### config.mk
export PLATFORM = sky130hd
export DESIGN_NAME = seven_bit_channel_frame_decoder_core
export DESIGN_NICKNAME = d
export VERILOG_FILES = /design/src/hw/rtl/sbcfd_pkg.sv /design/src/hw/rtl/sbcfd_in_stage.sv /design/src/hw/rtl/sbcfd_decode.sv /design/src/hw/rtl/sbcfd_out_stage.sv /design/src/hw/rtl/seven_bit_channel_frame_decoder_core.sv
export VERILOG_INCLUDE_DIRS = /design/src /design/src/hw/rtl
export SDC_FILE = /design/constraint.sdc
export NUM_CORES = 1
export LEC_CHECK = 0
export BUFFER_PORTS_ARGS = -buffer_cell sky130_fd_sc_hd__buf_2
export CAP_MARGIN = 20
export CORE_ASPECT_RATIO = 0.7
export CORE_MARGIN = 1
export CORE_UTILIZATION = 32
export DETAILED_ROUTE_END_ITERATION = 7
export GPL_ROUTABILITY_DRIVEN = 1
export GPL_TIMING_DRIVEN = 0
export PLACE_DENSITY_LB_ADDON = 0.2
export SLEW_MARGIN = 5
export SYNTH_ARGS = -nofsm -noshare
export SYNTH_HDL_FRONTEND = slang
export SYNTH_SLANG_ARGS = --single-unit
### constraint.sdc
create_clock -name clk -period 5.7 [get_ports clk]
set_input_delay 0.57 -clock clk [delete_from_list [all_inputs] [get_ports clk]]
set_output_delay 0.57 -clock clk [all_outputs]
set_load 0.005 [all_outputs]
### src/hw/rtl/seven_bit_channel_frame_decoder_core_macros.svh
// Assertion macros for the seven-bit channel frame decoder RTL.
`ifndef SEVEN_BIT_CHANNEL_FRAME_DECODER_CORE_MACROS_SVH
`define SEVEN_BIT_CHANNEL_FRAME_DECODER_CORE_MACROS_SVH

// The consequent must hold in the same cycle as the antecedent.
`define SBCFD_ASSERT_SAME(name, ante, cons) \
    name: assert property (@(posedge clk) disable iff (!rst_n) (ante) |-> (cons)) \
        else $error("sbcfd assertion failed");

// The consequent must hold in the cycle after the antecedent.
`define SBCFD_ASSERT_NEXT(name, ante, cons) \
    name: assert property (@(posedge clk) disable iff (!rst_n) (ante) |=> (cons)) \
        else $error("sbcfd assertion failed");

`endif

### src/hw/rtl/sbcfd_pkg.sv
// Types and constants for the seven-bit channel frame decoder.
package sbcfd_pkg;

    localparam int unsigned BYTE_W    = 8;
    localparam int unsigned PIECE_W   = 7;
    localparam int unsigned CHANNEL_W = 4;
    localparam int unsigned VALUE_W   = 32;
    localparam int unsigned HELD_W    = 3;
    localparam int unsigned PIECES    = 5;
    localparam int unsigned PIECE_IDX_W = 3;

    // Header byte ranges.
    localparam logic [BYTE_W-1:0] SHORT_HDR_MIN = 8'd192;
    localparam logic [BYTE_W-1:0] LONG_HDR_MIN  = 8'd128;
    localparam logic [BYTE_W-1:0] LONG_HDR_MAX  = 8'd191;

    // Index of the piece that completes each frame kind.
    localparam logic [HELD_W-1:0] SHORT_LAST = 3'd2;
    localparam logic [HELD_W-1:0] LONG_LAST  = 3'd4;

    typedef enum logic [1:0] {
        MODE_NONE  = 2'd0,
        MODE_SHORT = 2'd1,
        MODE_LONG  = 2'd2
    } frame_mode_t;

    // One decoded frame.
    typedef struct packed {
        logic [CHANNEL_W-1:0]      channel;
        logic signed [VALUE_W-1:0] value;
        logic                      is_long;
    } frame_result_t;

    // Framing state reported by the decoder.
    typedef struct packed {
        logic              frame_open;
        logic [HELD_W-1:0] bytes_held;
    } frame_status_t;

endpackage

### src/hw/rtl/sbcfd_in_stage.sv
// Input register holding one received byte until the decoder consumes it.
module sbcfd_in_stage (
    input  logic                          clk,
    input  logic                          rst_n,
    input  logic                          rx_valid,
    output logic                          rx_ready,
    input  logic [sbcfd_pkg::BYTE_W-1:0]  rx_byte,
    input  logic                          consume,
    output logic                          held_valid,
    output logic [sbcfd_pkg::BYTE_W-1:0]  held_byte
);
    import sbcfd_pkg::*;

    logic              valid_reg;
    logic              valid_next;
    logic [BYTE_W-1:0] byte_reg;

    // The register frees up in the same cycle as its byte is consumed.
    assign rx_ready   = !valid_reg || consume;
    assign valid_next = (rx_valid && rx_ready) ? 1'b1 : (consume ? 1'b0 : valid_reg);

    always_ff @(posedge clk or negedge rst_n)
    begin
        if (!rst_n)
        begin
            valid_reg <= 1'b0;
        end
        else
        begin
            valid_reg <= valid_next;
        end
    end

    // Payload capture on each accepted transaction.
    always_ff @(posedge clk)
    begin
        if (rx_valid && rx_ready)
        begin
            byte_reg <= rx_byte;
        end
    end

    assign held_valid = valid_reg;
    assign held_byte  = byte_reg;

endmodule

### src/hw/rtl/sbcfd_decode.sv
// Framing state machine and value assembly for one byte per cycle, taking a byte only on step.
module sbcfd_decode (
    input  logic                          clk,
    input  logic                          rst_n,
    input  logic                          step,
    input  logic [sbcfd_pkg::BYTE_W-1:0]  in_byte,
    output logic                          res_valid,
    output sbcfd_pkg::frame_result_t      res,
    output sbcfd_pkg::frame_status_t      status
);
    import sbcfd_pkg::*;

    frame_mode_t          mode_reg;
    frame_mode_t          mode_next;
    logic [HELD_W-1:0]    held_reg;
    logic [HELD_W-1:0]    held_next;
    logic [CHANNEL_W-1:0] channel_reg;
    logic [CHANNEL_W-1:0] channel_next;
    logic [PIECE_W-1:0]   pieces_reg [PIECES];

    logic                 is_short_hdr;
    logic                 is_long_hdr;
    logic                 is_bad_hdr;
    logic                 is_data;
    logic                 piece_write;
    logic [PIECE_IDX_W-1:0] piece_idx;
    logic [PIECE_W-1:0]   piece_data;
    logic [15:0]          short_bits;

    // Byte classification.
    always_comb
    begin
        is_short_hdr = in_byte inside {[SHORT_HDR_MIN:8'd255]};
        is_long_hdr  = (in_byte inside {[LONG_HDR_MIN:LONG_HDR_MAX]}) && (in_byte[1:0] == 2'b00);
        is_bad_hdr   = (in_byte inside {[LONG_HDR_MIN:LONG_HDR_MAX]}) && (in_byte[1:0] != 2'b00);
        is_data      = !in_byte[BYTE_W-1];
    end

    // Next state of the framing machine.
    always_comb
    begin
        mode_next    = mode_reg;
        held_next    = held_reg;
        channel_next = channel_reg;
        if (step)
        begin
            if (is_short_hdr)
            begin
                mode_next    = MODE_SHORT;
                held_next    = 3'd1;
                channel_next = in_byte[5:2];
            end
            else if (is_long_hdr)
            begin
                mode_next    = MODE_LONG;
                held_next    = '0;
                channel_next = in_byte[5:2];
            end
            else if (is_bad_hdr)
            begin
                mode_next = MODE_NONE;
                held_next = '0;
            end
            else
            begin
                case (mode_reg)
                    MODE_SHORT:
                    begin
                        if (held_reg >= SHORT_LAST)
                        begin
                            mode_next = MODE_NONE;
                            held_next = '0;
                        end
                        else
                        begin
                            held_next = held_reg + 3'd1;
                        end
                    end
                    MODE_LONG:
                    begin
                        if (held_reg >= LONG_LAST)
                        begin
                            mode_next = MODE_NONE;
                            held_next = '0;
                        end
                        else
                        begin
                            held_next = held_reg + 3'd1;
                        end
                    end
                    default:
                    begin
                        mode_next = MODE_NONE;
                        held_next = '0;
                    end
                endcase
            end
        end
    end

    // Piece store write port: header low bits or a data byte.
    always_comb
    begin
        piece_write = 1'b0;
        piece_idx   = held_reg;
        piece_data  = in_byte[PIECE_W-1:0];
        if (step && is_short_hdr)
        begin
            piece_write = 1'b1;
            piece_idx   = '0;
            piece_data  = {5'd0, in_byte[1:0]};
        end
        else if (step && is_data && (mode_reg != MODE_NONE) && (held_reg < LONG_LAST))
        begin
            piece_write = 1'b1;
        end
    end

    // Outputs: a frame completes on its final data byte.
    always_comb
    begin
        res_valid   = 1'b0;
        short_bits  = {in_byte[PIECE_W-1:0], pieces_reg[1], pieces_reg[0][1:0]};
        res.channel = channel_reg;
        res.is_long = 1'b0;
        res.value   = {{16{short_bits[15]}}, short_bits};
        case (mode_reg)
            MODE_SHORT:
            begin
                res_valid = step && is_data && (held_reg == SHORT_LAST);
            end
            MODE_LONG:
            begin
                res_valid   = step && is_data && (held_reg == LONG_LAST);
                res.is_long = 1'b1;
                res.value   = {in_byte[3:0], pieces_reg[3], pieces_reg[2],
                               pieces_reg[1], pieces_reg[0]};
            end
            default:
            begin
                res_valid = 1'b0;
            end
        endcase
    end

    // Control state.
    always_ff @(posedge clk or negedge rst_n)
    begin
        if (!rst_n)
        begin
            mode_reg    <= MODE_NONE;
            held_reg    <= '0;
            channel_reg <= '0;
        end
        else
        begin
            mode_reg    <= mode_next;
            held_reg    <= held_next;
            channel_reg <= channel_next;
        end
    end

    // Piece store, no reset: a frame only reads pieces it wrote itself.
    always_ff @(posedge clk)
    begin
        if (piece_write)
        begin
            pieces_reg[piece_idx] <= piece_data;
        end
    end

    assign status.frame_open = (mode_reg != MODE_NONE);
    assign status.bytes_held = held_reg;

endmodule

### src/hw/rtl/sbcfd_out_stage.sv
// Result register driving the output channel.
module sbcfd_out_stage (
    input  logic                      clk,
    input  logic                      rst_n,
    input  logic                      load,
    input  sbcfd_pkg::frame_result_t  res,
    output logic                      space,
    output logic                      frame_valid,
    input  logic                      frame_ready,
    output sbcfd_pkg::frame_result_t  res_out
);
    import sbcfd_pkg::*;

    logic          valid_reg;
    logic          valid_next;
    frame_result_t res_reg;

    // Room for a new result when empty or when the waiting one leaves now.
    assign space      = !valid_reg || frame_ready;
    assign valid_next = load ? 1'b1 : (frame_ready ? 1'b0 : valid_reg);

    always_ff @(posedge clk or negedge rst_n)
    begin
        if (!rst_n)
        begin
            valid_reg <= 1'b0;
        end
        else
        begin
            valid_reg <= valid_next;
        end
    end

    always_ff @(posedge clk)
    begin
        if (load)
        begin
            res_reg <= res;
        end
    end

    assign frame_valid = valid_reg;
    assign res_out     = res_reg;

endmodule

### src/hw/rtl/seven_bit_channel_frame_decoder_core.sv
// The input register holds each accepted byte and the output register holds each completed result.
// Throughput: one byte per cycle unless a held result stalls, set by the combinational decode between the registers.
// A held result stalls further bytes only while the output side is not ready.
// Reset (rst_n, asynchronous, active low) closes any open frame and empties both registers.
// Top level of the seven-bit channel frame decoder.
`include "seven_bit_channel_frame_decoder_core_macros.svh"

module seven_bit_channel_frame_decoder_core (
    input  logic                                 clk,
    input  logic                                 rst_n,
    input  logic                                 rx_valid,
    output logic                                 rx_ready,
    input  logic [sbcfd_pkg::BYTE_W-1:0]         rx_byte,
    output logic                                 frame_valid,
    input  logic                                 frame_ready,
    output logic [sbcfd_pkg::CHANNEL_W-1:0]      frame_channel,
    output logic signed [sbcfd_pkg::VALUE_W-1:0] frame_value,
    output logic                                 is_long_frame
);
    import sbcfd_pkg::*;

    logic              held_valid;
    logic [BYTE_W-1:0] held_byte;
    logic              out_space;
    logic              step;
    logic              res_valid;
    frame_result_t     res;
    frame_result_t     res_out;
    frame_status_t     status;

    // A byte is decoded once the result register can take whatever it yields.
    assign step = held_valid && out_space;

    sbcfd_in_stage u_in (
        .clk        (clk),
        .rst_n      (rst_n),
        .rx_valid   (rx_valid),
        .rx_ready   (rx_ready),
        .rx_byte    (rx_byte),
        .consume    (step),
        .held_valid (held_valid),
        .held_byte  (held_byte)
    );

    sbcfd_decode u_decode (
        .clk       (clk),
        .rst_n     (rst_n),
        .step      (step),
        .in_byte   (held_byte),
        .res_valid (res_valid),
        .res       (res),
        .status    (status)
    );

    sbcfd_out_stage u_out (
        .clk         (clk),
        .rst_n       (rst_n),
        .load        (res_valid),
        .res         (res),
        .space       (out_space),
        .frame_valid (frame_valid),
        .frame_ready (frame_ready),
        .res_out     (res_out)
    );

    assign frame_channel = res_out.channel;
    assign frame_value   = res_out.value;
    assign is_long_frame = res_out.is_long;

    // A completed frame always closes.
    `SBCFD_ASSERT_NEXT(a_frame_closes, res_valid, !status.frame_open && (status.bytes_held == '0))
    // The piece count never runs past the last piece of a long frame.
    `SBCFD_ASSERT_SAME(a_held_bound, 1'b1, status.bytes_held <= LONG_LAST)
    // A new result is never loaded over one that has not been taken.
    `SBCFD_ASSERT_SAME(a_no_overwrite, res_valid, !frame_valid || frame_ready)
    // A held byte that is not decoded blocks the input.
    `SBCFD_ASSERT_SAME(a_input_blocked, held_valid && !step, !rx_ready)

endmodule
==> out/metrics.yaml, run 1 <==
status: "completed"
start_util_pct: 33.1
worstSkewPairLatency_ns: 0.33
drtPass1Iterations: 4
crit_path_start: "u_decode.mode_reg[0]$_DFFE_PN0P_"
pin_count: 51
crit_type: "flop to flop"
slew_headroom_pct: 30.3
path_buf_inv: 4
path_max_fanout: 12
worstPathArrival_ns: 2.69
core-area_sq_mm: 0.00976
cp_top_family: "simple AND/OR/NAND/NOR gates"
dp_hpwl_microns: 4240
setup_viol_count_final: 0
power.density_mw_per_mm2: 329
tightestPinTransition_ns: 1.04
timing.final.crit_share_pct: 46.5
drtAntennaViolNets: 0
cts_tree: "yes"
cp_data_required_time_ns: 5.74
ys_warn_count: 0
drtIter0Drc: 165
tns_ns: 0
cp_cell_sequence: "inv_1, ha_1, buf_6, nor4b_2, a31oi_1, nor4b_4, buf_8, buf_6"
place.gp.congestion: 0.838
reg2reg_to: "u_out.res_out[30]$_DFFE_PP_"
hold_class: "input pin to async pin"
leakage_nw: 1.50
htree_levels: 3
largest_reg_flops: 37
synth_seq_area_share_pct: 76.3
total_power_mw: 1.30
synthCells: 195
worstSetupEndpointType: "flop"
synth_area_sq_mm: 0.00323
ir_drop_uv: 176
routedWlPerCell_microns: 15.8
via_per_inst: 4.46
synth_area_per_cell_sq_um: 16.6
timing.final.crit_period_ns: 2.65
critPathSlowestCell: "nor4b_4"
fin_worst_skew_ns: 0.00883
vias: 1758
r2r-start: "u_decode.mode_reg[0]$_DFFE_PN0P_"
root_buffer: "clkbuf_16"
portBuffers: 50
reg2reg_depth: 8
wl_microns: 6220
yosysUniqueCellTypes: 29
max_freq_ghz: 0.377
rows: 30
ys_ff_latch: 84
grt_setup_unrepaired: "no"
crit_path_frequent_cell: "buf_6"
clkTransAtPathRegs_ns: 0.06
maxCapViolations: 0
cts_made_buffers: 9
track_usage_pct: 13.2
die_w_microns: 122
reg2reg_slack_ns: 3.05
drcViolationCount: 0
hold_viol: 0
grt_max_degree: 14
cts-hold-fix-buffers: 0
antenna_found_initial: 0
nets: 278
grt_pass1_wl_microns: 9740
dieArea_sq_mm: 0.0105
n_antenna_cell: 0
cpPeakStageDelay_ns: 0.77
synth_nets: 212
postCtsSetupRepairBufs: 0
syn_to_final_growth_pct: 22.6
clock_sinks: 84
cts_resized: 0
drive_gt1_share_pct: 37.2
fillCellCount: 935
fp.dieH_microns: 86.1
slew_viol_final: 0
grt_pass1_vias: 1749
crit_path_start_kind: "flop"
gr-total-overflow: 0
clockBufferDepth: 2
[placed cells by master (no fill, tap or decap), types with 2 or more instances in the layout]
cell type / count
o211ai_1: 6
dfrtp_1: 11
nor2b_1: 2
mux2_2: 13
clkbuf_16: 9
and2_1: 5
nand2_1: 37
nand2b_1: 2
edfxtp_1: 73
o31ai_1: 2
ha_1: 5
inv_1: 5
buf_2: 58
clkinv_2: 2
nand3_1: 3
buf_6: 4
clkbuf_1: 3
nand4_1: 2
mux2_4: 4
nor3_1: 3
nor2_1: 2
[metal layers]
layer / up-vias / global-route usage [%] / part of all wire, %
met2: 67 / 16.9 / 38
met1: 830 / 19.3 / 53
li1: 852 / - / -
met5: - / 0 / 0
met4: 0 / 5.32 / 1.2
met3: 9 / 5.32 / 7.0
[report_power, final]
group          switching [mW]  total [mW]  internal, mW
sequential             0.0156       0.709         0.693
clock                   0.221       0.515         0.294
combinational          0.0431      0.0791        0.0360
total                   0.279        1.30          1.02
[kinds of logic after synthesis]
| group | Yosys count | share of synthesized area, % |
|---|---|---|
| compound gates | 14 | 3.52 |
| flops | 84 | 76.3 |
| fa+ha+maj | 5 | 1.93 |
| mux | 17 | 6.38 |
| simple gates | 62 | 9.67 |
| buf+inv | 13 | 2.21 |
[layout make-up]
| cell class | instances | area, sq um | share of cell area [%] |
|---|---|---|---|
| multi-input combinational | 98 | 704 | 17.8 |
| sequential | 84 | 2470 | 62.2 |
| clock inverter | 4 | 26.3 | 0.663 |
| clock buffer | 12 | 236 | 5.97 |
| tap | 128 | 160 | 4.04 |
| buffer | 8 | 52.6 | 1.33 |
| timing repair buffer | 55 | 298 | 7.51 |
| inverter | 5 | 18.8 | 0.473 |
[how the worst max path moves through the flow]
| stage | end | slack (ns) | cells after the start |
|---|---|---|---|
| floorplan | u_out.res_out[0]$_DFFE_PP_ | 2.06 | 6 |
| global placement | u_out.res_out[30]$_DFFE_PP_ | 0.90 | 6 |
| detailed placement | u_out.res_out[30]$_DFFE_PP_ | 3.06 | 8 |
| CTS | u_out.res_out[30]$_DFFE_PP_ | 3.03 | 8 |
| global route | u_out.res_out[29]$_DFFE_PP_ | 2.88 | 8 |
| finish | u_out.res_out[30]$_DFFE_PP_ | 3.05 | 8 |
[metrics by stage]
stage	worst slack, ns	hold WS, ns	utilization (%)	instance area (sq um)	cells
3_3_place_gp	0.903	0.413	37.3	3640	373
2_1_floorplan	2.06	0.274	-	3230	195
3_5_place_dp	3.06	0.407	37.9	3700	377
5_1_grt	2.88	0.127	40.6	3960	394
4_1_cts	3.03	0.111	40.6	3960	393
6_report	3.05	0.107	40.6	3960	394
[cell usage after synthesis]
cell type  number  share of area (%)
mux2_2         13                4.5
nor2_2          1               0.19
edfxtp_1       73                 68
and2_1          5               0.97
o2bb2ai_1       1               0.27
buf_2           6               0.93
nand4b_1        1               0.27
nor4b_2         2               0.93
nor3_1          3               0.46
o21ai_0         1               0.15
nand2_1        37                4.3
o22ai_1         1               0.19
mux2_4          4                1.9
o211ai_1        6                1.4
ha_1            5                1.9
nand3_1         3               0.46
a31oi_1         1               0.19
a21boi_0        1               0.23
nor2_1          2               0.23
inv_1           5               0.58
o2111a_4        1               0.62
nand2b_4        1               0.43
o31ai_1         2               0.46
nand2b_1        2               0.39
buf_6           2               0.70
nor2b_1         2               0.39
dfrtp_1        11                8.5
and2b_2         1               0.27
nand4_1         2               0.39
[worst register-to-register path, cell delays in order (launching register included)]
cell	delay, ns
dfrtp_1	0.37
inv_1	0.09
ha_1	0.24
buf_6	0.15
nor4b_2	0.20
a31oi_1	0.12
nor4b_4	0.77
buf_8	0.24
buf_6	0.16
(Power assumes the default switching activity.)
==> run 2, diff against run 1 <==
--- a/config.mk
+++ b/config.mk
@@ -6,6 +6,7 @@
 export SDC_FILE = /design/constraint.sdc
 export NUM_CORES = 1
 export LEC_CHECK = 0
+export ABC_AREA = 1
 export BUFFER_PORTS_ARGS = -buffer_cell sky130_fd_sc_hd__buf_2
 export CAP_MARGIN = 20
 export CORE_ASPECT_RATIO = 0.7
==> constraint.sdc (replaced) <==
create_clock -name clk -period 2.6 [get_ports clk]
set_input_delay 0.26 -clock clk [delete_from_list [all_inputs] [get_ports clk]]
set_output_delay 0.26 -clock clk [all_outputs]
set_load 0.005 [all_outputs]
==> run 2 against run 1 <==
  * Count of clock-buffer cells in the layout down 3
  * Power rose by 130%
  * Non-clock buffer count shrank 5
  * Combinational power rose to 2.6 times the previous value
  * Critical path depth decreased by 2
  * Global-route usage is 0.082 points lower
  * Sequential power is 120% higher
  * Wire length is 1.2% lower
  * Clock skew is 0.0016 ns higher
  * Synthesized cell count rose by 28%
  * Sequential share of layout area up 0.20 points
  * Synthesized area is 0.77% lower
  * Highest routed layer unchanged
==> out/metrics.yaml, run 2 <==
status: "completed"  # unchanged
pre_cts_ws_ns: 0.375  # was 3.06 ns
drtAntennaViolNets: 0  # unchanged
place_area_sq_mm: 0.00366  # was 0.00370 sq mm
drcViolationCount: 0  # unchanged
synth_nets: 266  # was 212
largest_reg_flops: 37  # unchanged
slew_viol_final: 0  # unchanged
root_buffer: "clkbuf_16"  # unchanged
place.gp.congestion: 0.862  # was 0.838
leakage_nw: 1.63  # was 1.50 nW
setup_viol_count_final: 0  # unchanged
grt_pass1_vias: 1880  # was 1749
drtPass1Iterations: 4  # unchanged
antenna_found_initial: 0  # unchanged
synthCells: 249  # was 195
cts_made_buffers: 9  # unchanged
synth_area_sq_mm: 0.00321  # was 0.00323 sq mm
setup_slack_ns: 0.371  # was 3.05 ns
worstSetupEndpointType: "flop"  # unchanged
layout_common_cells: "nand2_1 (82), edfxtp_1 (73), buf_2 (54)"  # was edfxtp_1 (73), buf_2 (58), nand2_1 (37)
ys_ff_latch: 84  # unchanged
die_w_microns: 122  # about the same
cp_data_required_time_ns: 2.64  # was 5.74 ns
reg2reg_slack_ns: 0.37  # was 3.05 ns
clock_sinks: 84  # unchanged
crit_path_start: "u_decode.mode_reg[0]$_DFFE_PN0P_"  # unchanged
layout_commonest_cell: "nand2_1"  # was edfxtp_1
portBuffers: 50  # unchanged
tightestPinTransition_ns: 0.718  # was 1.04 ns
async_flop_share_pct: 13.1  # unchanged
synth_adder_area_share_pct: 1.95  # was 1.93%
yosys-top-cells-count: "nand2_1 (82), edfxtp_1 (73), inv_1 (21)"  # was edfxtp_1 (73), nand2_1 (37), mux2_2 (13)
worstPathArrival_ns: 2.27  # was 2.69 ns
endpoint: "u_out.res_out[8]$_DFFE_PP_"  # was u_out.res_out[30]$_DFFE_PP_
grt_pass1_wl_microns: 9800  # was 9740 microns
clkTransAtPathRegs_ns: 0.06  # about the same
worstSkewPairLatency_ns: 0.34  # was 0.33 ns
maxCapViolations: 0  # unchanged
timing.hold.ws_ns: 0.102  # was 0.107 ns
nets: 329  # was 278
synth_area_leaders: "edfxtp_1 (68%), nand2_1 (9.6%), dfrtp_1 (8.6%)"  # was edfxtp_1 (68%), dfrtp_1 (8.5%), mux2_2 (4.5%)
grt_max_degree: 22  # was 14
core-area_sq_mm: 0.00972  # was 0.00976 sq mm
postCtsSetupRepairBufs: 0  # unchanged
dieArea_sq_mm: 0.0104  # was 0.0105 sq mm
rows: 30  # unchanged
r2r-start: "u_decode.mode_reg[0]$_DFFE_PN0P_"  # unchanged
synth_top_family_by_area: "simple AND/OR/NAND/NOR gates"  # unchanged
syn_to_final_growth_pct: 23.1  # was 22.6%
fin_worst_skew_ns: 0.0104  # was 0.00883 ns
fillCellCount: 929  # was 935
ir_drop_uv: 340  # was 176 uV
power.density_mw_per_mm2: 754  # was 329 mW/mm^2
yosysUniqueCellTypes: 19  # was 29
via_per_inst: 4.44  # was 4.46
synthSimpleGateAreaFrac_pct: 15.2  # was 9.67%
vias: 1974  # was 1758
cts_tree: "yes"  # unchanged
total_power_mw: 2.98  # was 1.30 mW
start_util_pct: 33.0  # was 33.1%
htree_levels: 3  # unchanged
routedWlPerCell_microns: 13.8  # was 15.8 microns
fp.dieH_microns: 85.8  # was 86.1 microns
hold_viol: 0  # unchanged
n_antenna_cell: 0  # unchanged
clockBufferDepth: 2  # unchanged
crit_path_start_kind: "flop"  # unchanged
synth_seq_area_share_pct: 76.9  # was 76.3%
synth_edf_count: 73  # unchanged
slew_headroom_pct: 52.0  # was 30.3%
hold_class: "input pin to flop"  # was input pin to async pin
tns_ns: 0  # unchanged
crit_type: "flop to flop"  # unchanged
stdcell_area_sq_mm: 0.00395  # was 0.00396 sq mm
track_usage_pct: 13.1  # was 13.2%
yosysMostFrequentCell: "nand2_1"  # was edfxtp_1
yosysTopAreaCellShare_pct: 68.3  # was 67.8%
reg2reg_depth: 6  # was 8
path_max_fanout: 21  # was 12
wl_microns: 6150  # was 6220 microns
pin_count: 51  # unchanged
reg2reg_to: "u_out.res_out[8]$_DFFE_PP_"  # was u_out.res_out[30]$_DFFE_PP_
synth_area_per_cell_sq_um: 12.9  # was 16.6 sq um
drtIter0Drc: 179  # was 165
max_freq_ghz: 0.449  # was 0.377 GHz
synth_mux_area_share_pct: 0  # was 6.38%
synth_compound_area_share_pct: 2.03  # was 3.52%
grt_setup_unrepaired: "no"  # unchanged
dp_hpwl_microns: 4420  # was 4240 microns
timing.final.crit_period_ns: 2.23  # was 2.65 ns
timing.final.crit_share_pct: 85.7  # was 46.5%
synth_xor_area_share_pct: 0  # unchanged
synthFlopType: "edfxtp_1"  # unchanged
drive_gt1_share_pct: 25.2  # was 37.2%
synth_area_leader_cell: "edfxtp_1"  # unchanged
gr-total-overflow: 0  # unchanged
ys_warn_count: 0  # unchanged
-- run 2: cell types whose count changed after synthesis, moves of 4 or more --
cell | previous run | this run
and2_1 | 5 | 0
inv_1 | 5 | 21
mux2_2 | 13 | 0
mux2_4 | 4 | 0
nand2_1 | 37 | 82
nand3_1 | 3 | 16
nor2_1 | 2 | 11
o211ai_1 | 6 | 0
o21ai_0 | 1 | 12
-- run 2: critical path, cell delays in order, from the launching register on --
cell,delay [ns]
dfrtp_1,0.37
inv_1,0.07
ha_1,0.30
inv_2,0.17
nand4_1,0.16
a21oi_4,0.61
buf_16,0.24
-- run 2: routing by layer --
metal	up-vias	part of all wire [%]	global-route usage, %
met5	-	0	0
met1	932	51	18.8
met3	2	7.0	4.52
li1	970	-	-
met2	70	42	18.2
met4	0	0.37	4.71
-- run 2: power by group --
group | switching, mW | internal, mW | total (mW)
Sequential | 0.0467 | 1.55 | 1.59
Clock | 0.524 | 0.659 | 1.18
Combinational | 0.138 | 0.0652 | 0.203
Total | 0.708 | 2.27 | 2.98
-- run 2: how the worst min path moves through the flow --
stage / start / depth (start not counted) / end
2_1_floorplan: rst_n / 0 / u_decode.channel_reg[0]$_DFFE_PN0P_
3_3_place_gp: rst_n / 1 / u_in.held_valid$_DFFE_PN0P_
3_5_place_dp: rst_n / 1 / u_decode.held_reg[1]$_DFFE_PN0P_
4_1_cts: rx_byte[1] / 1 / u_in.held_byte[1]$_DFFE_PP_
5_1_grt: rx_byte[3] / 1 / u_in.held_byte[3]$_DFFE_PP_
6_report: rx_byte[1] / 1 / u_in.held_byte[1]$_DFFE_PP_
-- run 2: kinds of logic after synthesis --
| logic type | Yosys count |
|---|---|
| adders and majority gates | 5 |
| buffers and inverters | 30 |
| and+or+nand+nor | 117 |
| DFF | 84 |
| AOI/OAI and AO/OA | 13 |
-- run 2: layout make-up --
type	count	area [sq um]	area share, %
sequential	84	2470	62.4
buffer	6	35.0	0.887
tap	128	160	4.05
inverter	24	90.1	2.28
multi-input combinational	135	628	15.9
timing repair buffer	52	288	7.28
clock inverter	7	57.6	1.46
clock buffer	9	225	5.70
-- run 2: repair_timing --
item	4_1_cts	5_1_grt
resized for setup	0	0
hold endpoints to repair	11	0
hold buffers	1	0
-- run 2: metrics by stage --
stage | utilization [%] | cells
floorplan | - | 249
global route | 40.6 | 445
CTS | 40.6 | 445
global placement | 37.3 | 427
detailed placement | 37.6 | 428
finish | 40.6 | 445
==> run 3, diff against run 2 <==
--- a/config.mk
+++ b/config.mk
@@ -15,6 +15,7 @@
 export DETAILED_ROUTE_END_ITERATION = 7
 export GPL_ROUTABILITY_DRIVEN = 1
 export GPL_TIMING_DRIVEN = 0
+export MAX_ROUTING_LAYER = met4
 export PLACE_DENSITY_LB_ADDON = 0.2
 export SLEW_MARGIN = 5
 export SYNTH_ARGS = -nofsm -noshare
==> run 3 against run 2 <==
  * Cell area did not move
  * Sequential power barely moved
  * Final cell count did not move
==> out/metrics.yaml, run 3 (synthesis results as in run 2) <==
status: "completed"  # unchanged
place.gp.congestion: 0.876  # was 0.862
timing.final.crit_period_ns: 2.22  # was 2.23 ns
layout_commonest_cell: "nand2_1"  # unchanged
max_freq_ghz: 0.451  # was 0.449 GHz
hold_end: "u_in.held_byte[1]$_DFFE_PP_"  # unchanged
routedWlPerCell_microns: 13.8  # about the same
crit_type: "flop to flop"  # unchanged
worstPathArrival_ns: 2.25  # was 2.27 ns
cp_data_required_time_ns: 2.64  # about the same
hold_start: "rx_byte[1]"  # unchanged
drtIter0Drc: 176  # was 179
clock_sinks: 84  # unchanged
htree_levels: 3  # unchanged
portBuffers: 50  # unchanged
drtAntennaViolNets: 0  # unchanged
power.density_mw_per_mm2: 754  # about the same
die_w_microns: 122  # unchanged
worstSetupEndpointType: "flop"  # unchanged
hold_viol: 0  # unchanged
cts-hold-fix-buffers: 1  # unchanged
pin_count: 51  # unchanged
layout_common_cells: "nand2_1 (82), edfxtp_1 (73), buf_2 (54)"  # unchanged
setup_slack_ns: 0.384  # was 0.371 ns
vias: 1974  # unchanged
fin_worst_skew_ns: 0.0102  # was 0.0104 ns
dieArea_sq_mm: 0.0104  # unchanged
setup_viol_count_final: 0  # unchanged
nets: 329  # unchanged
fillCellCount: 929  # unchanged
largest_reg_flops: 37  # unchanged
via_per_inst: 4.44  # unchanged
clkTransAtPathRegs_ns: 0.06  # about the same
grt_max_degree: 22  # unchanged
start_util_pct: 33.0  # unchanged
reg2reg_to: "u_out.res_out[8]$_DFFE_PP_"  # unchanged
drtPass1Iterations: 4  # unchanged
tightestPinTransition_ns: 0.720  # was 0.718 ns
holdPathStages: 1  # unchanged
hold_class: "input pin to flop"  # unchanged
stdcell_area_sq_mm: 0.00395  # unchanged
syn_to_final_growth_pct: 23.1  # unchanged
drive_gt1_share_pct: 25.2  # unchanged
grt_pass1_wl_microns: 9800  # about the same
slew_viol_final: 0  # unchanged
path_max_fanout: 21  # unchanged
gr-total-overflow: 0  # unchanged
dp_hpwl_microns: 4420  # unchanged
reg2reg_depth: 6  # unchanged
cts_resized: 0  # unchanged
grt_pass1_vias: 1882  # was 1880
wl_microns: 6150  # about the same
place_area_sq_mm: 0.00366  # unchanged
reg2reg_slack_ns: 0.38  # was 0.37 ns
clockBufferDepth: 2  # unchanged
rows: 30  # unchanged
ir_drop_uv: 340  # about the same
crit_path_start_kind: "flop"  # unchanged
worstSkewPairLatency_ns: 0.34  # about the same
slew_headroom_pct: 51.9  # was 52.0%
grt_setup_unrepaired: "no"  # unchanged
n_antenna_cell: 0  # unchanged
cts_tree: "yes"  # unchanged
antenna_found_initial: 0  # unchanged
leakage_nw: 1.63  # unchanged
drcViolationCount: 0  # unchanged
root_buffer: "clkbuf_16"  # unchanged
core-area_sq_mm: 0.00972  # unchanged
cts_made_buffers: 9  # unchanged
r2r-start: "u_decode.mode_reg[0]$_DFFE_PN0P_"  # unchanged
timing.final.crit_share_pct: 85.2  # was 85.7%
fp.dieH_microns: 85.8  # unchanged
track_usage_pct: 13.5  # was 13.1%
pre_cts_ws_ns: 0.375  # unchanged
maxCapViolations: 0  # unchanged
postCtsSetupRepairBufs: 0  # unchanged
run 3: critical path: stages (launching register included):
cell	delay [ns]
dfrtp_1	0.37
inv_1	0.07
ha_1	0.29
inv_2	0.16
nand4_1	0.16
a21oi_4	0.62
buf_16	0.24
run 3: layout make-up:
type                    instances  area (sq um)  share of cell area (%)
flip-flops and latches         84          2470                    62.4
multi-input cells             135           628                    15.9
repair buffers                 52           288                    7.28
clock buffers                   9           225                    5.70
well taps                     128           160                    4.05
inverters                      24          90.1                    2.28
clock inverters                 7          57.6                    1.46
plain buffers                   6          35.0                   0.887
run 3: worst max path at each step:
| stage | startpoint | end |
|---|---|---|
| after floorplan | u_decode.mode_reg[0]$_DFFE_PN0P_ | u_out.res_out[0]$_DFFE_PP_ |
| after global placement | u_decode.mode_reg[0]$_DFFE_PN0P_ | u_out.res_out[1]$_DFFE_PP_ |
| after detailed placement | u_decode.mode_reg[0]$_DFFE_PN0P_ | u_out.res_out[4]$_DFFE_PP_ |
| after CTS | u_decode.mode_reg[0]$_DFFE_PN0P_ | u_out.res_out[9]$_DFFE_PP_ |
| after global routing | u_decode.mode_reg[0]$_DFFE_PN0P_ | u_out.res_out[8]$_DFFE_PP_ |
| final | u_decode.mode_reg[0]$_DFFE_PN0P_ | u_out.res_out[8]$_DFFE_PP_ |
run 3: layer usage:
layer	wire (microns)	GRT usage, %	up-vias
met2	2560	18.3	70
li1	-	-	970
met1	3110	18.9	932
met5	0	-	-
met4	24	4.71	0
met3	449	4.45	2
run 3: where the power goes:
| part | switching, mW | internal, mW | total (mW) |
|---|---|---|---|
| clock network | 0.523 | 0.659 | 1.18 |
| registers | 0.0467 | 1.55 | 1.59 |
| logic | 0.138 | 0.0652 | 0.203 |
| total | 0.708 | 2.27 | 2.98 |
run 3: stage by stage:
stage / hold WS [ns] / TNS [ns] / power (mW) / instances / util (%)
finish: 0.102 / 0 / 2.98 / 445 / 40.6
global route: 0.0916 / 0 / 3.10 / 445 / 40.6
CTS: 0.0861 / 0 / 3.02 / 445 / 40.6
detailed placement: 0.154 / 0 / 1.83 / 428 / 37.6
global placement: 0.150 / -18.86 / 1.82 / 427 / 37.3
floorplan: -0.0356 / 0 / 1.75 / 249 / -
